$ cat src/gms_pkg.sv
// ----------------------------------------------------------------------------
// gms_pkg
// Shared types, widths, command codes and constant tables for the sampler.
// ----------------------------------------------------------------------------
package gms_pkg;

	localparam int MAX_RETURNS = 1024;
	localparam int AW          = $clog2(MAX_RETURNS);
	localparam int CW          = $clog2(MAX_RETURNS + 1);
	localparam int SQ_W        = 37;
	localparam int SUM_W       = SQ_W + AW;
	localparam int NUM_W       = SUM_W + 12;
	localparam int L_W         = 21;
	localparam int A_W         = 42;
	localparam int MB_W        = CW + 20;
	localparam int B_W         = CW + 21;
	localparam int D_W         = ((A_W > B_W) ? A_W : B_W) + 1;
	localparam int PADDR_W     = 3;

	localparam logic [15:0] LN2_Q16   = 16'd45426;
	localparam logic [16:0] LOG2E_Q16 = 17'd94548;

	localparam logic [31:0] PRIOR_MEAN_RST = 32'd0;
	localparam logic [31:0] PRIOR_VAR_RST  = 32'd16777216;

	typedef enum logic [1:0] {
		KIND_LOAD    = 2'd0,
		KIND_ITERATE = 2'd1,
		KIND_RESTART = 2'd2,
		KIND_NONE    = 2'd3
	} kind_t;

	localparam logic REG_PRIOR_MEAN = 1'b0;
	localparam logic REG_PRIOR_VAR  = 1'b1;

	typedef struct packed {
		logic [1:0]         kind;
		logic signed [31:0] return_value;
		logic signed [31:0] mean_step;
		logic signed [31:0] variance_step;
		logic [31:0]        uniform_draw;
	} in_t;

	typedef struct packed {
		logic signed [31:0] sample_mean;
		logic [31:0]        sample_variance;
		logic               accepted;
	} out_t;

	// floor square root, evaluated at elaboration only
	function automatic logic [63:0] isqrt64(input logic [63:0] a_in);
		logic [63:0] a;
		logic [63:0] res;
		logic [63:0] b;
		a   = a_in;
		res = 64'd0;
		for (int j = 31; j >= 0; j--) begin
			b = 64'd1 << (2 * j);
			if (a >= res + b) begin
				a   = a - (res + b);
				res = (res >> 1) + b;
			end else begin
				res = res >> 1;
			end
		end
		return res;
	endfunction

	// root 2^-(2^-i) in Q0.32
	function automatic logic [31:0] exp_root(input int idx);
		logic [63:0] r;
		r = isqrt64(64'h8000_0000_0000_0000);
		for (int i = 1; i < idx; i++) begin
			r = isqrt64(r << 32);
		end
		return r[31:0];
	endfunction

	localparam logic [31:0] EXP_ROOT [16] = '{
		exp_root(1),  exp_root(2),  exp_root(3),  exp_root(4),
		exp_root(5),  exp_root(6),  exp_root(7),  exp_root(8),
		exp_root(9),  exp_root(10), exp_root(11), exp_root(12),
		exp_root(13), exp_root(14), exp_root(15), exp_root(16)
	};

endpackage

$ cat src/gms_log2.sv
// ----------------------------------------------------------------------------
// gms_log2
// Base-2 logarithm in Q.16 by repeated squaring, one fraction bit per cycle.
// ----------------------------------------------------------------------------
module gms_log2 (
	input  logic                     clk,
	input  logic                     arst_n,
	input  logic                     start,
	input  logic [31:0]              value,
	output logic [gms_pkg::L_W-1:0]  log_val,
	output logic                     done
);
	import gms_pkg::*;

	logic [30:0] x_q;
	logic [4:0]  p_q;
	logic [15:0] frac_q;
	logic [3:0]  cnt_q;
	logic        active_q;
	logic        done_q;
	logic [31:0] v;
	logic [4:0]  msb;
	logic [30:0] norm;
	logic [61:0] sq;
	logic [31:0] sq_t;

	always_comb begin
		v   = (value == 32'd0) ? 32'd1 : value;
		msb = 5'd0;
		for (int i = 0; i < 32; i++) begin
			if (v[i]) begin
				msb = 5'(i);
			end
		end
		if (msb == 5'd31) begin
			norm = v[31:1];
		end else begin
			norm = 31'(v << (5'd30 - msb));
		end
	end

	assign sq   = 62'(x_q) * 62'(x_q);
	assign sq_t = sq[61:30];

	always_ff @(posedge clk or negedge arst_n) begin
		if (!arst_n) begin
			active_q <= 1'b0;
			done_q   <= 1'b0;
			cnt_q    <= '0;
		end else begin
			done_q <= 1'b0;
			if (start) begin
				active_q <= 1'b1;
				cnt_q    <= '0;
			end else if (active_q) begin
				cnt_q <= cnt_q + 1'b1;
				if (cnt_q == 4'd15) begin
					active_q <= 1'b0;
					done_q   <= 1'b1;
				end
			end
		end
	end

	always_ff @(posedge clk) begin
		if (start) begin
			x_q    <= norm;
			p_q    <= msb;
			frac_q <= '0;
		end else if (active_q) begin
			if (sq_t[31]) begin
				x_q    <= sq_t[31:1];
				frac_q <= {frac_q[14:0], 1'b1};
			end else begin
				x_q    <= sq_t[30:0];
				frac_q <= {frac_q[14:0], 1'b0};
			end
		end
	end

	assign log_val = {p_q, frac_q};
	assign done    = done_q;

endmodule

$ cat config.mk
export PLATFORM = sky130hd
export DESIGN_NAME = gms_log2
export DESIGN_NICKNAME = d
export VERILOG_FILES = /design/src/gms_pkg.sv /design/src/gms_log2.sv
export SDC_FILE = /design/constraint.sdc
export NUM_CORES = 2
export LEC_CHECK = 0
export BUFFER_PORTS_ARGS = -buffer_cell sky130_fd_sc_hd__buf_2
export CORE_ASPECT_RATIO = 0.9
export CORE_MARGIN = 2
export CORE_UTILIZATION = 60
export CTS_CLUSTER_SIZE = 30
export DETAILED_ROUTE_END_ITERATION = 10
export PLACE_DENSITY_LB_ADDON = 0.25
export RECOVER_POWER = 25
export SETUP_SLACK_MARGIN = 0.05
export SLEW_MARGIN = 10
export SYNTH_ARGS = -nofsm -noshare
export SYNTH_HDL_FRONTEND = slang
export SYNTH_SLANG_ARGS = --single-unit
$ cat constraint.sdc
create_clock -name clk -period 21 [get_ports clk]
set_input_delay 4.2 -clock clk [delete_from_list [all_inputs] [get_ports clk]]
set_output_delay 4.2 -clock clk [all_outputs]
set_load 0.02 [all_outputs]
==> metrics.cfg <==
[setup_path]
critPathMostFrequentCell=fa_1
crit_type=reg2reg
cp_slowest_cell=clkinv_1
cp.arrival_ns=9.75
cp.required_ns=20.96
crit_path_max_incr_delay_ns=0.61
crit_path_end_kind=flip-flop
start_kind=flip-flop
cp_max_fo=42

[finish]
register_area_mm2=0.00155
num-fill-cells=4306
layout-drive-gt1-share_pct=4.51
area_delta_synth_final_pct=3.85
final_nets=4437
multiInputGateArea_mm2=0.0256

[floorplanning]
fp.dieW_um=245
start_util_pct=60.7
fp.coreArea_mm2=0.0516
ios=57
die-area_mm2=0.0540
die_height_um=221
placementRows=79

[yosys]
yosys-mux-area-fraction_pct=3.13
synth_xor_area_share_pct=1.40
async_reset_ff_share_pct=10.3
synth.avg_cell_area_um2=9.14
synth.cell_area_mm2=0.0313
synthTopCellsByCount=inv_1 (942), fa_1 (749), nand2_1 (322)
ys.flop_type=edfxtp_1
yosys.area.top_type=fa_1
synthTopCellsByArea=fa_1 (48%), inv_1 (11%), ha_1 (10%)
yosysTopAreaCellShare_pct=47.9
synth_top_family_by_area=adder cells
yosysMostFrequentCell=inv_1
synth-adder-area-share_pct=58.4
synth_cell_type_count=81
syn_nets=4470
synth-seq-cells=58
synth_compound_area_share_pct=7.07
yosysSeqAreaShare_pct=4.96
synth_edf_count=36
yosysWarnings=0
synthCells=3424
yosys.area_share.simple_pct=11.8

[worst_hold_path]
min_path_type=reg2reg

[run_status]
status=complete, but fails checks
violations=capacitance limit, slew limit

[grt]
grtUsageTotal_pct=34.2
grt_max_degree=67
grt_pass1_wl_mm=141
grt_overflow=0
grt_pass1_vias=26384
antenna_found_initial=4

[clock_tree]
post_cts_resized=0
post-cts-setup-buffers=0
cts_tree=built
cts_inserted_buffers=9
cts.sinks=58
htreeDepth=3
cts_root_buf=clkbuf_16
cts_buffer_depth=2
clk_pin_slew_worst_paths_ns=0.06
hold_buffers=0
clk_latency_ns=0.34

[timing]
worst_slack_ns=11.21
fmax_ghz=0.102
fin_crit_sh_pct=46.6
final-hold-violation-count=0
drv_slew=67
fin_skew_ns=0.00670
relSlewSlack_pct=-113
period_minus_slack_ns=9.79
worst_pin_slew_ns=3.19
rsz0062_at_grt=no
setup_viol=0
setup_tns_ns=0

[route]
via_per_inst=5.80
ant_nets=0
routed_wl_mm=87.2
drc=0
route.detailed.wl_per_inst_um=21.3
num_vias=23679
drtIter0Drc=2105
firstDrtPassIters=5

[placement]
place_congestion=0.970
post-dp-hpwl_mm=69.3
dpl_worst_slack_ns=11.47
io_buffers=56

[job]
cap_violations=1

## final cells by class
type | count | area share [%]
repair buffers | 97 | 1.79
flip-flops and latches | 58 | 4.77
diodes | 1 | 0.00770
well taps | 688 | 2.65
clock inverters | 2 | 0.0423
multi-input cells | 2271 | 78.8
clock buffers | 14 | 0.943
inverters | 954 | 11.0
## final timing paths
kind,startpoint,endpoint,slack [ns],depth (start not counted)
min reg2reg,frac_q[15],frac_q[15],0.51,2
min,frac_q[15],frac_q[15],0.51,2
max reg2reg,x_q[6],x_q[14],11.21,26
max in group asynchronous,arst_n,active_q,17.04,1
min in group asynchronous,arst_n,cnt_q[0],3.72,1
max,x_q[6],x_q[14],11.21,26
## cell families after synthesis
| logic type | Yosys count |
|---|---|
| flip-flops | 58 |
| XOR/XNOR | 47 |
| multiplexers | 92 |
| AND/OR/NAND/NOR | 796 |
| buffers and inverters | 1095 |
| adder cells (fa/ha/maj) | 1011 |
| AO/OA/AOI/OAI | 325 |
## sequential cells by signal, indices dropped and copies added (netlist names)
signal,flops
cnt_q,4
x_q,31
p_q,5
done,1
frac_q,16
active_q,1
## cells in the final DEF (no fill, tap or decap), drive strengths merged, types with 13 or more instances in the layout
cell / n
nor3: 21
nand2: 322
nand3: 18
o31ai: 17
ha: 262
inv: 947
a21oi: 76
nor2: 182
o21ai: 60
buf: 95
a211oi: 22
xnor2: 34
dfxtp: 16
and2: 173
clkbuf: 16
o211ai: 17
nor2b: 16
mux2i: 73
edfxtp: 36
fa: 749
xor2: 13
mux2: 16
## per-layer routing
| layer | GRT usage, % | part of all wire, % |
|---|---|---|
| met1 | 45.0 | 38 |
| met2 | 56.7 | 48 |
| met3 | 6.37 | 9.3 |
| met4 | 13.2 | 4.3 |
| met5 | 0 | 0.050 |
## worst max-delay path, delay by kind of cell (launching register included)
family / cells / cell delay, ns
adder cells (fa/ha/maj): 9 / 4.20
AO/OA/AOI/OAI: 7 / 2.14
buffers and inverters: 5 / 1.51
AND/OR/NAND/NOR: 5 / 1.18
flip-flops: 1 / 0.32
## through the flow
step,hold slack (ns),area (um^2),instances,util (%)
final,0.510,32500,4085,63.0
after global routing,0.539,32500,4085,63.0
after CTS,0.520,32500,4084,63.0
after detailed placement,0.505,32200,4068,62.4
after global placement,0.471,32200,4068,62.4
after floorplan,0.505,31300,3424,-
Power is left out: the tool's default activity adds up to more than one toggle a clock period on the data nets, which glitch-free logic cannot reach.
