`src/gms_pkg.sv`:
```
// ----------------------------------------------------------------------------
// gms_pkg
// Shared types, widths, command codes and constant tables for the sampler.
// ----------------------------------------------------------------------------
package gms_pkg;

	localparam int MAX_RETURNS = 1024;
	localparam int AW          = $clog2(MAX_RETURNS);
	localparam int CW          = $clog2(MAX_RETURNS + 1);
	localparam int SQ_W        = 37;
	localparam int SUM_W       = SQ_W + AW;
	localparam int NUM_W       = SUM_W + 12;
	localparam int L_W         = 21;
	localparam int A_W         = 42;
	localparam int MB_W        = CW + 20;
	localparam int B_W         = CW + 21;
	localparam int D_W         = ((A_W > B_W) ? A_W : B_W) + 1;
	localparam int PADDR_W     = 3;

	localparam logic [15:0] LN2_Q16   = 16'd45426;
	localparam logic [16:0] LOG2E_Q16 = 17'd94548;

	localparam logic [31:0] PRIOR_MEAN_RST = 32'd0;
	localparam logic [31:0] PRIOR_VAR_RST  = 32'd16777216;

	typedef enum logic [1:0] {
		KIND_LOAD    = 2'd0,
		KIND_ITERATE = 2'd1,
		KIND_RESTART = 2'd2,
		KIND_NONE    = 2'd3
	} kind_t;

	localparam logic REG_PRIOR_MEAN = 1'b0;
	localparam logic REG_PRIOR_VAR  = 1'b1;

	typedef struct packed {
		logic [1:0]         kind;
		logic signed [31:0] return_value;
		logic signed [31:0] mean_step;
		logic signed [31:0] variance_step;
		logic [31:0]        uniform_draw;
	} in_t;

	typedef struct packed {
		logic signed [31:0] sample_mean;
		logic [31:0]        sample_variance;
		logic               accepted;
	} out_t;

	// floor square root, evaluated at elaboration only
	function automatic logic [63:0] isqrt64(input logic [63:0] a_in);
		logic [63:0] a;
		logic [63:0] res;
		logic [63:0] b;
		a   = a_in;
		res = 64'd0;
		for (int j = 31; j >= 0; j--) begin
			b = 64'd1 << (2 * j);
			if (a >= res + b) begin
				a   = a - (res + b);
				res = (res >> 1) + b;
			end else begin
				res = res >> 1;
			end
		end
		return res;
	endfunction

	// root 2^-(2^-i) in Q0.32
	function automatic logic [31:0] exp_root(input int idx);
		logic [63:0] r;
		r = isqrt64(64'h8000_0000_0000_0000);
		for (int i = 1; i < idx; i++) begin
			r = isqrt64(r << 32);
		end
		return r[31:0];
	endfunction

	localparam logic [31:0] EXP_ROOT [16] = '{
		exp_root(1),  exp_root(2),  exp_root(3),  exp_root(4),
		exp_root(5),  exp_root(6),  exp_root(7),  exp_root(8),
		exp_root(9),  exp_root(10), exp_root(11), exp_root(12),
		exp_root(13), exp_root(14), exp_root(15), exp_root(16)
	};

endpackage

```
`src/gms_exp.sv`:
```
// ----------------------------------------------------------------------------
// gms_exp
// 2^-(k+f) in Q1.32 as a product of constant roots, one root per cycle.
// ----------------------------------------------------------------------------
module gms_exp (
	input  logic        clk,
	input  logic        arst_n,
	input  logic        start,
	input  logic [15:0] frac,
	input  logic [9:0]  shift,
	output logic [32:0] result,
	output logic        done
);
	import gms_pkg::*;

	logic [32:0] res_q;
	logic [15:0] frac_q;
	logic [9:0]  shift_q;
	logic [3:0]  cnt_q;
	logic        active_q;
	logic        done_q;
	logic [64:0] prod;

	assign prod = 65'(res_q) * 65'(EXP_ROOT[cnt_q]);

	always_ff @(posedge clk or negedge arst_n) begin
		if (!arst_n) begin
			active_q <= 1'b0;
			done_q   <= 1'b0;
			cnt_q    <= '0;
		end else begin
			done_q <= 1'b0;
			if (start) begin
				active_q <= 1'b1;
				cnt_q    <= '0;
			end else if (active_q) begin
				cnt_q <= cnt_q + 1'b1;
				if (cnt_q == 4'd15) begin
					active_q <= 1'b0;
					done_q   <= 1'b1;
				end
			end
		end
	end

	always_ff @(posedge clk) begin
		if (start) begin
			res_q   <= 33'h1_0000_0000;
			frac_q  <= frac;
			shift_q <= shift;
		end else if (active_q) begin
			frac_q <= {frac_q[14:0], 1'b0};
			if (frac_q[15]) begin
				res_q <= prod[64:32];
			end
		end
	end

	assign result = (shift_q >= 10'd32) ? 33'd0 : (res_q >> shift_q[4:0]);
	assign done   = done_q;

endmodule

```
`config.mk`:
```
export PLATFORM = sky130hd
export DESIGN_NAME = gms_exp
export DESIGN_NICKNAME = d
export VERILOG_FILES = /design/src/gms_pkg.sv /design/src/gms_exp.sv
export SDC_FILE = /design/constraint.sdc
export NUM_CORES = 2
export LEC_CHECK = 0
export BUFFER_PORTS_ARGS = -buffer_cell sky130_fd_sc_hd__buf_2
export CAP_MARGIN = 30
export CORE_ASPECT_RATIO = 1.1
export CORE_MARGIN = 2
export CORE_UTILIZATION = 40
export CTS_CLUSTER_SIZE = 24
export DETAILED_ROUTE_END_ITERATION = 8
export GPL_ROUTABILITY_DRIVEN = 0
export PLACE_DENSITY = 0.64
export SLEW_MARGIN = 15
export SYNTH_ARGS = -nofsm -noshare
export SYNTH_HDL_FRONTEND = slang
export SYNTH_SLANG_ARGS = --single-unit
```
`constraint.sdc`:
```
create_clock -name clk -period 24.8 [get_ports clk]
set_input_delay 2.48 -clock clk [delete_from_list [all_inputs] [get_ports clk]]
set_output_delay 2.48 -clock clk [all_outputs]
set_load 0.02 [all_outputs]
```
==> flow_metrics.py <==
metrics = {
    "run": {
        "cap_violations": 0,
    },
    "setup_path": {
        "path_max_fanout": 54,
        "critical_path_arrival_ps": 10410,
        "endpoint_kind": "flop",
        "cp_slowest_cell": "dfrtp_1",
        "path_common_cell": "fa_1",
        "cp-start-kind": "flop",
        "cp.required_ps": 25030,
        "criticalPathCategory": "flop to flop",
        "crit_path_max_incr_delay_ps": 680,
    },
    "drt": {
        "drt_iter0_markers": 2367,
        "antenna_left": 0,
        "dr_total_vias": 29640,
        "wl_per_cell_um": 21.04,
        "drc_errors": 0,
        "via_per_inst": 5.414,
        "drt_pass1_iterations": 6,
        "drt_wl_total_um": 115200,
    },
    "floorplanning": {
        "coreArea_sq_um": 95590,
        "die_x_um": 300.0,
        "die-area_sq_um": 98910,
        "ios": 63,
        "rows": 119,
        "chipHeight_um": 329.6,
        "start_util": 0.4034,
    },
    "grt": {
        "grt_pass1_vias": 31490,
        "grt-ovfl-total": 0,
        "grt_pass1_wl_um": 181000,
        "antenna_found_initial": 4,
        "grt_max_degree": 55,
        "grt_usage": 0.2393,
    },
    "timing": {
        "slew_violations": 0,
        "max_freq_mhz": 98.22,
        "fin_crit_sh": 0.4106,
        "finalClockSkew_ps": 15.98,
        "final-setup-viol-count": 0,
        "grt_setup_unrepaired": "no",
        "worst_pin_slew_ps": 1022,
        "slew-limit-headroom": 0.3158,
        "hold_viol_final": 0,
        "fin_tns_setup_ps": 0,
        "fin_crit_ps": 10180,
    },
    "cells_and_area": {
        "drive_gt1_frac": 0.05880,
        "stdcell_count": 5474,
        "syn_to_final_growth_pct": 5.036,
        "fin_util": 0.4237,
        "nNetsFinal": 5422,
    },
    "synth": {
        "postSynthCellCount": 4330,
        "yosysTopAreaCell": "fa_1",
        "yosysMostFrequentCell": "inv_1",
        "synth_ff_type": "dfxtp_1",
        "yosysSeqAreaShare": 0.04127,
        "ys_async_sr_fraction": 0.09231,
        "syn_area_sq_um": 38560,
        "synth_fp_nets": 5556,
        "synth_area_leaders": "fa_1 48%, inv_1 9.4%, ha_1 8.8%",
        "yosysWarningCount": 0,
        "syn_avg_cell_area_sq_um": 8.906,
        "synth.top_cell.area_share": 0.4802,
        "synth_cell_types": 80,
        "ys_seq_elements": 65,
        "synth_edf_count": 26,
        "synth.top_cells.by_count": "968 x inv_1, 925 x fa_1, 575 x nand2_1",
    },
    "clocking": {
        "clk_latency_ps": 380,
        "postCtsSetupBuffers": 0,
        "clk_path_buf_depth": 2,
        "htreeDepth": 3,
        "numCtsBuffers": 9,
        "cts_hold_buf": 0,
        "clk_root_buffer_cell": "clkbuf_16",
        "cts_tree": "built",
        "cts.clk_slew.worst_paths_ps": 60,
        "ctsResizeCount": 0,
        "cts_sinks": 65,
    },
    "run_status": {
        "outcome": "finished clean",
    },
    "worst_hold_path": {
        "hp-class": "flop to flop",
    },
    "placement": {
        "dp.cells": 5453,
        "numPortBuffers": 62,
        "dpl.hpwl_um": 85790,
    },
}
## layer usage
| metal | part of all wire | vias up | GRT usage |
|---|---|---|---|
| met5 | 0.00011 | - | 0 |
| met4 | 0.056 | 2 | 0.1115 |
| met3 | 0.077 | 338 | 0.03736 |
| met2 | 0.49 | 1236 | 0.4121 |
| met1 | 0.38 | 15450 | 0.2951 |
| li1 | - | 12610 | - |
## through the flow
stage | hold WS (ps) | instance area, sq um | setup slack, ps
after detailed placement | 441.8 | 40120 | 14790
after floorplan | 478.3 | 38560 | 15960
after global routing | 466.5 | 40500 | 14130
final | 450.2 | 40500 | 14620
after CTS | 450.2 | 40460 | 14700
after global placement | 436.9 | 40060 | 14960
## layout make-up
cell class / count / area, sq um
Timing Repair Buffer: 139 / 948.4
Tap cell: 1270 / 1589
Sequential cell: 65 / 1593
Inverter: 973 / 3652
Clock inverter: 5 / 83.83
Antenna cell: 3 / 7.507
Clock buffer: 11 / 255.2
Multi-Input combinational cell: 3008 / 32370
Fill cell: 9509 / 55090
## worst max-delay path: cells and delay by family, from the launching register on
family          cells  cell delay (ps)
simple gates        5             1620
flops               1              680
fa+ha+maj          10             4850
compound gates      8             1560
buf+inv             7             1120
xor+xnor            1              160
## final timing paths
| check | startpoint | cells past startpoint | endpoint | slack, ps |
|---|---|---|---|---|
| worst max-delay path | cnt_q[1] | 31 | res_q[29] | 14620 |
| worst min-delay path | res_q[19] | 2 | res_q[19] | 450 |
| worst max register to register | cnt_q[1] | 31 | res_q[29] | 14620 |
| worst min register to register | res_q[19] | 2 | res_q[19] | 450 |
| max in group asynchronous | arst_n | 1 | cnt_q[1] | 22640 |
| min in group asynchronous | arst_n | 1 | done | 1960 |
## registers in the layout (all words and copies together), names as in the netlist
signal    count
active_q      1
cnt_q         4
done          1
frac_q       16
res_q        33
shift_q      10
## kinds of logic after synthesis
kind of cell | after synthesis | synth area share
XOR/XNOR | 30 | 0.006814
AND/OR/NAND/NOR | 1335 | 0.1721
multiplexers | 72 | 0.02644
buffers and inverters | 1257 | 0.1225
flip-flops | 65 | 0.04127
adder cells (fa/ha/maj) | 1197 | 0.5685
AO/OA/AOI/OAI | 374 | 0.06246
## cells in the final DEF (no fill, tap or decap), drive strengths merged, types with 11 or more instances in the layout
master	instances
a21oi	128
and3	36
nand2	575
buf	139
fa	925
edfxtp	26
mux2	26
dfxtp	33
inv	971
nor3	30
a211oi	11
xnor2	21
mux2i	26
and2	508
o211ai	12
mux4	20
a31oi	12
a21o	40
clkbuf	11
o21ai	91
nand4	29
ha	272
nor2	93
nand3	25
Power is not shown: default switching activity piles up to over one toggle a cycle in this logic, so the estimate is an artifact.
