--- src/gms_pkg.sv ---
// ----------------------------------------------------------------------------
// gms_pkg
// Shared types, widths, command codes and constant tables for the sampler.
// ----------------------------------------------------------------------------
package gms_pkg;

	localparam int MAX_RETURNS = 1024;
	localparam int AW          = $clog2(MAX_RETURNS);
	localparam int CW          = $clog2(MAX_RETURNS + 1);
	localparam int SQ_W        = 37;
	localparam int SUM_W       = SQ_W + AW;
	localparam int NUM_W       = SUM_W + 12;
	localparam int L_W         = 21;
	localparam int A_W         = 42;
	localparam int MB_W        = CW + 20;
	localparam int B_W         = CW + 21;
	localparam int D_W         = ((A_W > B_W) ? A_W : B_W) + 1;
	localparam int PADDR_W     = 3;

	localparam logic [15:0] LN2_Q16   = 16'd45426;
	localparam logic [16:0] LOG2E_Q16 = 17'd94548;

	localparam logic [31:0] PRIOR_MEAN_RST = 32'd0;
	localparam logic [31:0] PRIOR_VAR_RST  = 32'd16777216;

	typedef enum logic [1:0] {
		KIND_LOAD    = 2'd0,
		KIND_ITERATE = 2'd1,
		KIND_RESTART = 2'd2,
		KIND_NONE    = 2'd3
	} kind_t;

	localparam logic REG_PRIOR_MEAN = 1'b0;
	localparam logic REG_PRIOR_VAR  = 1'b1;

	typedef struct packed {
		logic [1:0]         kind;
		logic signed [31:0] return_value;
		logic signed [31:0] mean_step;
		logic signed [31:0] variance_step;
		logic [31:0]        uniform_draw;
	} in_t;

	typedef struct packed {
		logic signed [31:0] sample_mean;
		logic [31:0]        sample_variance;
		logic               accepted;
	} out_t;

	// floor square root, evaluated at elaboration only
	function automatic logic [63:0] isqrt64(input logic [63:0] a_in);
		logic [63:0] a;
		logic [63:0] res;
		logic [63:0] b;
		a   = a_in;
		res = 64'd0;
		for (int j = 31; j >= 0; j--) begin
			b = 64'd1 << (2 * j);
			if (a >= res + b) begin
				a   = a - (res + b);
				res = (res >> 1) + b;
			end else begin
				res = res >> 1;
			end
		end
		return res;
	endfunction

	// root 2^-(2^-i) in Q0.32
	function automatic logic [31:0] exp_root(input int idx);
		logic [63:0] r;
		r = isqrt64(64'h8000_0000_0000_0000);
		for (int i = 1; i < idx; i++) begin
			r = isqrt64(r << 32);
		end
		return r[31:0];
	endfunction

	localparam logic [31:0] EXP_ROOT [16] = '{
		exp_root(1),  exp_root(2),  exp_root(3),  exp_root(4),
		exp_root(5),  exp_root(6),  exp_root(7),  exp_root(8),
		exp_root(9),  exp_root(10), exp_root(11), exp_root(12),
		exp_root(13), exp_root(14), exp_root(15), exp_root(16)
	};

endpackage

--- src/gms_div.sv ---
// ----------------------------------------------------------------------------
// gms_div
// Restoring divider, one quotient bit per cycle.
// ----------------------------------------------------------------------------
module gms_div (
	input  logic                       clk,
	input  logic                       arst_n,
	input  logic                       start,
	input  logic [gms_pkg::NUM_W-1:0]  num,
	input  logic [31:0]                den,
	output logic [gms_pkg::NUM_W-1:0]  quot,
	output logic                       done
);
	import gms_pkg::*;

	localparam int SW = $clog2(NUM_W + 1);

	logic [NUM_W-1:0] quot_q;
	logic [32:0]      rem_q;
	logic [31:0]      den_q;
	logic [SW-1:0]    cnt_q;
	logic             active_q;
	logic             done_q;
	logic [32:0]      trial;
	logic [33:0]      diff;

	assign trial = {rem_q[31:0], quot_q[NUM_W-1]};
	assign diff  = {1'b0, trial} - {2'b00, den_q};

	always_ff @(posedge clk or negedge arst_n) begin
		if (!arst_n) begin
			active_q <= 1'b0;
			done_q   <= 1'b0;
			cnt_q    <= '0;
		end else begin
			done_q <= 1'b0;
			if (start) begin
				active_q <= 1'b1;
				cnt_q    <= '0;
			end else if (active_q) begin
				cnt_q <= cnt_q + 1'b1;
				if (cnt_q == SW'(NUM_W - 1)) begin
					active_q <= 1'b0;
					done_q   <= 1'b1;
				end
			end
		end
	end

	always_ff @(posedge clk) begin
		if (start) begin
			quot_q <= num;
			rem_q  <= '0;
			den_q  <= den;
		end else if (active_q) begin
			if (!diff[33]) begin
				rem_q  <= diff[32:0];
				quot_q <= {quot_q[NUM_W-2:0], 1'b1};
			end else begin
				rem_q  <= trial;
				quot_q <= {quot_q[NUM_W-2:0], 1'b0};
			end
		end
	end

	assign quot = quot_q;
	assign done = done_q;

endmodule

--- config.mk ---
export PLATFORM = sky130hd
export DESIGN_NAME = gms_div
export DESIGN_NICKNAME = d
export VERILOG_FILES = /design/src/gms_pkg.sv /design/src/gms_div.sv
export SDC_FILE = /design/constraint.sdc
export NUM_CORES = 1
export LEC_CHECK = 0
export ABC_AREA = 1
export BUFFER_PORTS_ARGS = -buffer_cell sky130_fd_sc_hd__buf_2
export CAP_MARGIN = 20
export CORE_ASPECT_RATIO = 0.75
export CORE_MARGIN = 3
export CORE_UTILIZATION = 40
export CTS_BUF_LIST = sky130_fd_sc_hd__clkbuf_8
export DETAILED_ROUTE_END_ITERATION = 12
export MAX_ROUTING_LAYER = met4
export PLACE_DENSITY = 0.57
export SETUP_SLACK_MARGIN = 0.02
export SYNTH_ARGS = -nofsm -noshare
export SYNTH_HDL_FRONTEND = slang
export SYNTH_SLANG_ARGS = --single-unit
--- constraint.sdc ---
create_clock -name clk -period 3.8 [get_ports clk]
set_clock_uncertainty 0.15 [all_clocks]
set_input_delay 0 -clock clk [delete_from_list [all_inputs] [get_ports clk]]
set_output_delay 0 -clock clk [all_outputs]
set_load 0.005 [all_outputs]
==> results of run 1 <==
-- cells in the final DEF, fill, tap and decap left out, types with 2 or more instances in the layout --
cell / count
buf_4: 6
clkinv_4: 2
inv_1: 177
nand2_4: 2
nand2_2: 4
dfxtp_1: 32
xnor2_1: 14
o21bai_1: 2
a21oi_1: 18
buf_2: 152
dfrtp_1: 8
nand4_1: 11
ha_1: 34
inv_2: 3
o21ai_0: 2
nand3b_1: 14
inv_8: 3
inv_6: 6
o21ai_1: 10
nor2_4: 2
nor2_2: 2
dlygate4sd3_1: 115
edfxtp_1: 91
nand2_1: 491
clkbuf_8: 17
nand3_1: 86
nor3_1: 5
nor2_1: 47
and2_1: 2
-- state kept, by name (all words and copies together) (netlist names) --
register,count
den_q,32
done,1
cnt_q,6
quot,59
active_q,1
rem_q,32
-- through the flow --
step,power (W),util [%]
CTS,0.005410,53.86
detailed placement,0.004082,45.92
global placement,0.004074,45.92
global route,0.005842,53.97
floorplan,0.003556,-
finish,0.005382,53.98
-- kinds of logic after synthesis --
group | Yosys count | share of synthesized area (%)
AOI/OAI and AO/OA | 36 | 2.461
xor gates and xnor gates | 15 | 1.646
adders and majority gates | 35 | 5.581
buffers and inverters | 208 | 10.42
DFF | 131 | 44.77
and+or+nand+nor | 672 | 35.12
-- routing by layer --
layer  global-route usage [%]  share of wire [%]  wire length (um)
met5                        -                  0                 0
met1                    32.47                 52             11820
met2                    29.88                 42              9402
met4                    6.442                1.6               359
met3                    3.471                4.2               957
-- area by class of cell --
class                      instances  area (um2)
fill                            1909        8969
tap                              253       316.6
inverter                         180       675.6
antenna                            1       2.502
multi-input combinational        758        3578
clock inverter                    15       162.7
timing repair buffer             274        1977
sequential                       131        3573
clock buffer                      17       234.0
-- power by group through the flow --
stage / clock network, W / logic (W) / registers [W]
5_1_grt: 0.00132 / 0.00261 / 0.00191
2_1_floorplan: 0 / 0.00167 / 0.00189
6_report: 0.00122 / 0.00229 / 0.00188
3_5_place_dp: 0 / 0.00218 / 0.00191
4_1_cts: 0.00125 / 0.00228 / 0.00188
3_3_place_gp: 0 / 0.00217 / 0.00190
-- what timing repair did --
action | CTS | global route
hold buffers | 115 | 0
setup buffers | 0 | 0
endpoints found under the hold margin | 104 | 0
-- how the worst max path moves through the flow --
| stage | start | to | cells past startpoint |
|---|---|---|---|
| floorplan | active_q | quot[0] | 3 |
| finish | den_q[11] | rem_q[6] | 13 |
| global route | den_q[8] | rem_q[4] | 15 |
| global placement | den_q[10] | rem_q[8] | 13 |
| CTS | den_q[8] | rem_q[6] | 15 |
| detailed placement | den_q[8] | rem_q[8] | 15 |
==> results.sh, run 1 <==
export IMPL_synth_flop_cell="edfxtp_1"
export IMPL_grt_pass1_vias=7079
export IMPL_cp_cell_sequence="inv_1, ha_1, nand2_1, nor2_1, nand2_1, inv_1, nand2_2, nand2_2, nand2_4, nand2_4, nand2_1, nand3_1, o21ai_1"
export IMPL_rr_worst_depth=13
export IMPL_maxSlewHeadroom_pct=38.36
export IMPL_crit_top_cell="nand2_1"
export IMPL_vias_per_cell=4.637
export IMPL_rsz0062_at_grt="no"
export IMPL_r2r_end="rem_q[6]"
export IMPL_post_cts_resized=0
export IMPL_first_iter_violations=510
export IMPL_worstSetupEndpointType="register"
export IMPL_maxCapViolations=0
export IMPL_cts_tree="built"
export IMPL_critPathKind="reg -> reg"
export IMPL_cts_htree_levels=4
export IMPL_synth_seq_area_share_pct=44.77
export IMPL_worstHoldEndpoint="den_q[10]"
export IMPL_status="finished, final reports clean"
export IMPL_layoutNonFillerInstCount=1629
export IMPL_overflow=0
export IMPL_peakVddDrop_mv=0.1914
export IMPL_synth_most_common_cell="nand2_1"
export IMPL_tightest_slew_ns=0.9247
export IMPL_r2r_slack_ns=1.08
export IMPL_crit_path_top_delay_cell="nand2_4"
export IMPL_grt_usage_pct=21.63
export IMPL_core_area_um2=19490
export IMPL_crit_fanout=35
export IMPL_p_seq_share_pct=34.9
export IMPL_maxSlewViolCount=0
export IMPL_r2r_start="den_q[11]"
export IMPL_synth_edff_count=91
export IMPL_grt_max_degree=71
export IMPL_synthDistinctLibCells=39
export IMPL_ant_nets=0
export IMPL_power_density_nw_per_um2=511.6
export IMPL_combPwrFrac_pct=42.5
export IMPL_vias=7554
export IMPL_p_leak_nw=5.596
export IMPL_layout_setup_ws_ns=1.083
export IMPL_cp_required_ns=3.97
export IMPL_drt_wl_total_mm=22.54
export IMPL_wl_per_cell_um=13.84
export IMPL_synth_top_cells_by_count="491 x nand2_1, 178 x inv_1, 91 x edfxtp_1"
export IMPL_swShare_pct=40.83
export IMPL_die_w_um=169.1
export IMPL_clkLatencyLatePin_ns=0.46
export IMPL_syn_avg_cell_area_um2=7.276
export IMPL_place_area_um2=8950
export IMPL_synth_nets=1226
export IMPL_min_path_type="in -> reg"
export IMPL_finalCriticalPeriod_ns=2.717
export IMPL_holdCritStartpoint="den[10]"
export IMPL_dp_hpwl_mm=15.56
export IMPL_cts_buffers=17
export IMPL_remaining_drc_errors=0
export IMPL_grt_pass1_wl_mm=36.34
export IMPL_yosysTopAreaCell="edfxtp_1"
export IMPL_clock_fmax_mhz=368.0
export IMPL_arrival_ns=2.88
export IMPL_gp_congestion=0.9396
export IMPL_cp_top_family="simple AND/OR/NAND/NOR gates"
export IMPL_whs_ns=0.08788
export IMPL_path_clk_slew_ns=0.09
export IMPL_synth_seq_cells=131
export IMPL_holdPathStages=2
export IMPL_area_delta_synth_final_pct=31.81
export IMPL_hold_viol=0
export IMPL_port_buffers=153
export IMPL_clock_power_share_pct=22.7
export IMPL_nets=1491
export IMPL_syn_area_um2=7981
export IMPL_cts_sink_count=131
export IMPL_num_rows=44
export IMPL_dp_slack_ns=1.071
export IMPL_ys_top_cells_by_area="edfxtp_1 34%, nand2_1 23%, inv_1 8.4%"
export IMPL_period_share_pct=71.51
export IMPL_switchingPower_w=0.002197
export IMPL_start_util_pct=40.95
export IMPL_first_pass_iters=5
export IMPL_synth_top_area_share_pct=34.24
export IMPL_cp_slowest_stage_delay_ns=0.41
export IMPL_async_flop_share_pct=6.107
export IMPL_setup_viol=0
export IMPL_dp_cells=1480
export IMPL_drive_gt1_share_pct=15.13
export IMPL_design_area_um2=10520
export IMPL_synthCells=1097
export IMPL_clockRootBuffer="clkbuf_8"
export IMPL_crit_path_start_kind="register"
export IMPL_critPathBufInv=2
export IMPL_internal_power_w=0.003185
export IMPL_io_pins=154
export IMPL_setup_tns_ns=0
export IMPL_dieArea_um2=21700
export IMPL_die_h_um=128.3
export IMPL_grt_antenna_before_repair=0
export IMPL_yosysWarnings=0
export IMPL_clock_path_buffers=2
Note: power is estimated with default switching activity, not from simulation.
==> run 2: changes to the inputs <==
--- a/config.mk
+++ b/config.mk
@@ -5,7 +5,7 @@
 export SDC_FILE = /design/constraint.sdc
 export NUM_CORES = 1
 export LEC_CHECK = 0
-export ABC_AREA = 1
+export ABC_AREA = 0
 export BUFFER_PORTS_ARGS = -buffer_cell sky130_fd_sc_hd__buf_2
 export CAP_MARGIN = 20
 export CORE_ASPECT_RATIO = 0.75
@@ -14,7 +14,7 @@
 export CTS_BUF_LIST = sky130_fd_sc_hd__clkbuf_8
 export DETAILED_ROUTE_END_ITERATION = 12
 export MAX_ROUTING_LAYER = met4
-export PLACE_DENSITY = 0.57
+export PLACE_DENSITY = 0.58
 export SETUP_SLACK_MARGIN = 0.02
 export SYNTH_ARGS = -nofsm -noshare
 export SYNTH_HDL_FRONTEND = slang
==> constraint.sdc (replaced) <==
create_clock -name clk -period 2.7 [get_ports clk]
set_clock_uncertainty 0.15 [all_clocks]
set_input_delay 0 -clock clk [delete_from_list [all_inputs] [get_ports clk]]
set_output_delay 0 -clock clk [all_outputs]
set_load 0.005 [all_outputs]
==> results.sh, run 2 <==
export IMPL_grt_max_degree=69
export IMPL_r2r_slack_ns=-0.11
export IMPL_synth_edff_count=91
export IMPL_start_util_pct=41.40
export IMPL_seq_area_um2=3573
export IMPL_maxSlewViolCount=0
export IMPL_vias=6042
export IMPL_r2r_start="den_q[3]"
export IMPL_cts_buffers=17
export IMPL_fin_util_pct=60.74
export IMPL_crit_path_start_kind="register"
export IMPL_grt_pass1_vias=6072
export IMPL_final_cell_mix="152 x buf_2, 94 x dlygate4sd3_1, 91 x edfxtp_1, 74 x nand2_1, 63 x buf_4"
export IMPL_yosysWarnings=0
export IMPL_p_leak_nw=4.469
export IMPL_cts_sink_count=131
export IMPL_cts_htree_levels=4
export IMPL_grt_usage_pct=20.99
export IMPL_ant_nets=0
export IMPL_hold_viol=0
export IMPL_synth_seq_area_share_pct=50.53
export IMPL_num_rows=41
export IMPL_power_density_nw_per_um2=877.8
export IMPL_final_common_cell="buf_2"
export IMPL_gp_congestion=0.9330
export IMPL_synth_flop_cell="edfxtp_1"
export IMPL_cp_required_ns=2.89
export IMPL_first_pass_iters=5
export IMPL_io_pins=154
export IMPL_clkLatencyLatePin_ns=0.45
export IMPL_setup_viol=30
export IMPL_report_power_total_w=0.009109
export IMPL_vias_per_cell=5.069
export IMPL_overflow=0
export IMPL_first_iter_violations=387
export IMPL_syn_avg_cell_area_um2=11.14
export IMPL_path_clk_slew_ns=0.08
export IMPL_worstSetupEndpointType="register"
export IMPL_design_area_um2=10380
export IMPL_place_area_um2=8578
export IMPL_synthDistinctLibCells=58
export IMPL_peakVddDrop_mv=0.3383
export IMPL_busiest_layer="met2"
export IMPL_remaining_drc_errors=0
export IMPL_synthCells=635
export IMPL_clock_fmax_mhz=356.0
export IMPL_synth_seq_cells=131
export IMPL_clockRootBuffer="clkbuf_8"
export IMPL_dp_hpwl_mm=13.03
export IMPL_ys_top_cells_by_area="edfxtp_1 39%, mux2_2 9.4%, dfxtp_1 9.1%"
export IMPL_die_w_um=159.5
export IMPL_syn_area_um2=7072
export IMPL_min_path_type="in -> reg"
export IMPL_nets=1073
export IMPL_rr_worst_depth=11
export IMPL_grt_pass1_wl_mm=31.44
export IMPL_die_h_um=121.2
export IMPL_grt_met2_usage_pct=33.06
export IMPL_period_share_pct=104.0
export IMPL_synth_most_common_cell="edfxtp_1"
export IMPL_tightest_slew_ns=0.5316
export IMPL_synth_nets=764
export IMPL_maxSlewHeadroom_pct=64.56
export IMPL_port_buffers=153
export IMPL_area_delta_synth_final_pct=46.73
export IMPL_dieArea_um2=19330
export IMPL_core_area_um2=17080
export IMPL_clock_path_buffers=2
export IMPL_synth_top_area_share_pct=38.64
export IMPL_async_flop_share_pct=6.107
export IMPL_wl_per_cell_um=16.49
export IMPL_arrival_ns=3.00
export IMPL_drive_gt1_share_pct=39.33
export IMPL_multi_input_area_um2=3557
export IMPL_r2r_end="rem_q[21]"
export IMPL_status="finished with violations"
export IMPL_layout_setup_ws_ns=-0.1093
export IMPL_met3_usage_pct=4.299
export IMPL_cts_tree="built"
export IMPL_dp_slack_ns=-0.1789
export IMPL_holdPathStages=2
export IMPL_fill_cells=1418
export IMPL_holdCritStartpoint="den[23]"
export IMPL_critPathKind="reg -> reg"
export IMPL_grt_antenna_before_repair=0
export IMPL_synth_top_cells_by_count="91 x edfxtp_1, 82 x nand2_1, 59 x mux2_2"
export IMPL_antennaDiodeCount=0
export IMPL_crit_fanout=25
export IMPL_met1_usage_pct=27.97
export IMPL_yosysTopAreaCell="edfxtp_1"
export IMPL_worstHoldEndpoint="den_q[23]"
export IMPL_violations="setup timing"
export IMPL_rsz0062_at_grt="yes"
export IMPL_largest_reg_flops=59
export IMPL_finalCriticalPeriod_ns=2.809
export IMPL_maxCapViolations=0
export IMPL_drt_wl_total_mm=19.66
[run 2: cell count changes in the layout (fill, tap and decap cells not counted), sizes merged, moves of 11 or more]
cell and delta:
dlygate4sd3 -21, a21oi +11, nand2 -415, inv -149, a311oi +19, nand3 -81
buf +66, nand3b -13, mux2 +59, xor2 +14
[run 2: how the worst max path moves through the flow]
stage / startpoint / slack [ns] / endpoint / cells past startpoint
after global placement: den_q[16] / -0.08 / rem_q[12] / 11
final: den_q[3] / -0.11 / rem_q[21] / 11
after global routing: den_q[18] / -0.24 / rem_q[21] / 10
after CTS: den_q[3] / -0.09 / rem_q[21] / 11
after detailed placement: den_q[16] / -0.18 / rem_q[31] / 11
after floorplan: den_q[4] / 0.01 / rem_q[19] / 11
[run 2: what timing repair did]
item                                    CTS  global route
gates cloned                              1             0
pin swaps                                10            10
resized for setup                        28            38
endpoints found under the setup margin   33            33
hold buffers                             94             0
buffers inserted                          7             3
endpoints found under the hold margin   116             0
[run 2: logic make-up after synthesis]
kind of cell	count (synthesis)	synth area share (%)
DFF	131	50.53
and+or+nand+nor	174	11.13
xor gates and xnor gates	32	3.963
adders and majority gates	35	6.299
muxes	64	10.10
buffers and inverters	68	3.963
AOI/OAI and AO/OA	131	14.01
[run 2: worst max-delay path, cell delays in order, from the launching register on]
cell       delay, ns
edfxtp_1        0.34
inv_2           0.06
ha_4            0.26
and2_4          0.16
a221oi_4        0.07
a2111oi_4       0.38
nand3b_4        0.23
a41oi_4         0.13
o31ai_4         0.30
buf_12          0.23
nor3_1          0.07
a311o_1         0.32
[run 2: metrics by stage]
stage          TNS (ns)  hold WS, ns  instances
2_1_floorplan         0      -0.4456        635
3_3_place_gp     -1.140      -0.3027       1056
3_5_place_dp     -2.957      -0.2972       1056
4_1_cts          -1.226      0.07876       1189
5_1_grt          -5.900      0.08551       1192
6_report         -1.600       0.1051       1192
[run 2: where the power goes]
part,switching (W),internal [W],leakage [nW],total [W]
Clock,0.000803,0.00119,0.231,0.00199
Combinational,0.00222,0.00212,2.93,0.00434
Sequential,0.000261,0.00252,1.30,0.00278
[run 2: per-layer routing]
metal	vias up	part of all wire [%]	wire length, um
met2	144	47	9204
met5	-	0	0
met1	2930	48	9388
met4	0	1.3	261
met3	19	4.1	808
li1	2949	-	-
[run 2: final cells by class]
class                           count  share of cell area (%)
Inverter                           39                   1.411
Clock buffer                       17                   2.255
Multi-Input combinational cell    436                   34.28
Timing Repair Buffer              319                   22.50
Clock inverter                     14                   2.267
Tap cell                          236                   2.846
Sequential cell                   131                   34.44
==> run 3: changes to the inputs <==
--- a/config.mk
+++ b/config.mk
@@ -6,7 +6,7 @@
 export NUM_CORES = 1
 export LEC_CHECK = 0
 export ABC_AREA = 0
-export BUFFER_PORTS_ARGS = -buffer_cell sky130_fd_sc_hd__buf_2
+export BUFFER_PORTS_ARGS = -buffer_cell sky130_fd_sc_hd__buf_4
 export CAP_MARGIN = 20
 export CORE_ASPECT_RATIO = 0.75
 export CORE_MARGIN = 3
==> results.sh, run 3 (synthesis results as in run 2) <==
export IMPL_cts_htree_levels=4
export IMPL_design_area_um2=10950
export IMPL_critPathKind="reg -> reg"
export IMPL_tightest_slew_ns=1.009
export IMPL_layoutNonFillerInstCount=1211
export IMPL_vias=6088
export IMPL_fin_util_pct=64.11
export IMPL_worstSetupEndpointType="register"
export IMPL_crit_path_start_kind="register"
export IMPL_clkLatencyLatePin_ns=0.44
export IMPL_nets=1093
export IMPL_maxSlewHeadroom_pct=32.50
export IMPL_vias_per_cell=5.027
export IMPL_finalCriticalPeriod_ns=2.824
export IMPL_maxSlewViolCount=0
export IMPL_place_area_um2=9066
export IMPL_period_share_pct=104.6
export IMPL_largest_reg_flops=59
export IMPL_ant_nets=0
export IMPL_whs_ns=0.1212
export IMPL_peakVddDrop_mv=0.4968
export IMPL_rsz0062_at_grt="yes"
export IMPL_clockRootBuffer="clkbuf_8"
export IMPL_grt_antenna_before_repair=0
export IMPL_clock_path_buffers=2
export IMPL_setup_tns_ns=-2.740
export IMPL_dp_cells=1067
export IMPL_start_util_pct=41.40
export IMPL_dp_hpwl_mm=13.41
export IMPL_clock_power_share_pct=15.8
export IMPL_port_buffers=153
export IMPL_internal_power_w=0.005801
export IMPL_cts_buffers=17
export IMPL_switchingPower_w=0.003437
export IMPL_first_pass_iters=7
export IMPL_first_iter_violations=496
export IMPL_final_common_cell="buf_4"
export IMPL_maxCapViolations=0
export IMPL_grt_usage_pct=21.47
export IMPL_io_pins=154
export IMPL_die_h_um=121.2
export IMPL_setup_viol=33
export IMPL_cp_required_ns=2.90
export IMPL_die_w_um=159.5
export IMPL_area_delta_synth_final_pct=54.87
export IMPL_path_clk_slew_ns=0.08
export IMPL_combPwrFrac_pct=54.3
export IMPL_p_seq_share_pct=30.0
export IMPL_cts_tree="built"
export IMPL_num_rows=41
export IMPL_clock_fmax_mhz=354.1
export IMPL_power_density_nw_per_um2=843.6
export IMPL_status="finished with violations"
export IMPL_p_leak_nw=4.665
export IMPL_core_area_um2=17080
export IMPL_overflow=0
export IMPL_antennaDiodeCount=0
export IMPL_crit_fanout=9
export IMPL_hold_viol=0
export IMPL_wl_per_cell_um=16.67
export IMPL_grt_pass1_vias=6176
export IMPL_cts_sink_count=131
export IMPL_remaining_drc_errors=0
export IMPL_layout_setup_ws_ns=-0.1242
export IMPL_swShare_pct=37.20
export IMPL_grt_max_degree=60
export IMPL_arrival_ns=3.03
export IMPL_grt_pass1_wl_mm=32.17
export IMPL_min_path_type="in -> reg"
export IMPL_dieArea_um2=19330
export IMPL_final_cell_mix="226 x buf_4, 95 x dlygate4sd3_1, 91 x edfxtp_1, 69 x nand2_1, 59 x mux2_2"
export IMPL_drive_gt1_share_pct=41.13
export IMPL_gp_congestion=0.9450
export IMPL_drt_wl_total_mm=20.19
export IMPL_violations="setup timing"
[run 3: changes by cell type in the layout (fill, tap and decap cells not counted), moves of 3 or more]
cell	delta
buf_4	+163
buf_2	-152
bufinv_16	-5
nand2_1	-5
clkbuf_16	+4
clkinvlp_4	+4
buf_12	+3
nand2_4	+3
[run 3: metal layers]
layer  track usage, %  vias up  share of wire (%)  wire (um)
met3            4.367       31                5.4       1097
li1                 -     2987                  -          -
met1            29.26     2883                 47       9534
met2            32.87      187                 46       9214
met5                -        -                  0          0
met4            6.069        0                1.7        342
[run 3: what timing repair did]
action / CTS / global route
setup buffers: 10 / 5
pin swaps: 20 / 39
hold buffers: 95 / 0
gates cloned: 2 / 4
resized for setup: 38 / 42
setup endpoints to repair: 33 / 33
endpoints found under the hold margin: 119 / 0
[run 3: cell type report]
class                           count  area [um2]
Clock inverter                     13       98.84
Sequential cell                   131        3573
Timing Repair Buffer              339        2975
Fill cell                        1345        6131
Tap cell                          236       295.3
Multi-Input combinational cell    436        3628
Inverter                           39       146.4
Clock buffer                       17       234.0
[run 3: path summary, 6_finish.rpt]
check / slack (ns) / to / cells after the start / from
min in group asynchronous: 0.40 / cnt_q[5] / 3 / arst_n
max in group asynchronous: 1.74 / cnt_q[3] / 3 / arst_n
setup / recovery: -0.12 / rem_q[7] / 12 / den_q[10]
setup reg to reg: -0.12 / rem_q[7] / 12 / den_q[10]
hold / removal: 0.12 / den_q[21] / 2 / den[21]
hold reg to reg: 0.32 / rem_q[20] / 2 / rem_q[20]
[run 3: worst max-delay path, stage by stage, from the launching register on]
cell       delay (ns)
edfxtp_1         0.38
inv_2            0.08
ha_4             0.20
a21oi_1          0.14
buf_4            0.15
o211ai_1         0.14
nor3_4           0.24
nand3b_4         0.12
a41oi_4          0.28
o31a_2           0.29
clkbuf_16        0.21
nand2_1          0.07
a311oi_2         0.27
[run 3: power by group through the flow]
| stage | logic, W | registers [W] | clock network, W |
|---|---|---|---|
| floorplan | 0.00234 | 0.00275 | 0 |
| global placement | 0.00378 | 0.00278 | 0 |
| detailed placement | 0.00380 | 0.00279 | 0 |
| CTS | 0.00450 | 0.00276 | 0.00150 |
| global route | 0.00540 | 0.00281 | 0.00160 |
| finish | 0.00501 | 0.00277 | 0.00146 |
[run 3: through the flow]
step	power (W)	worst slack (ns)
final	0.009238	-0.1242
after global routing	0.009807	-0.2893
after CTS	0.008761	-0.1716
after detailed placement	0.006589	-0.1940
after global placement	0.006562	-0.1024
after floorplan	0.005093	0.01094
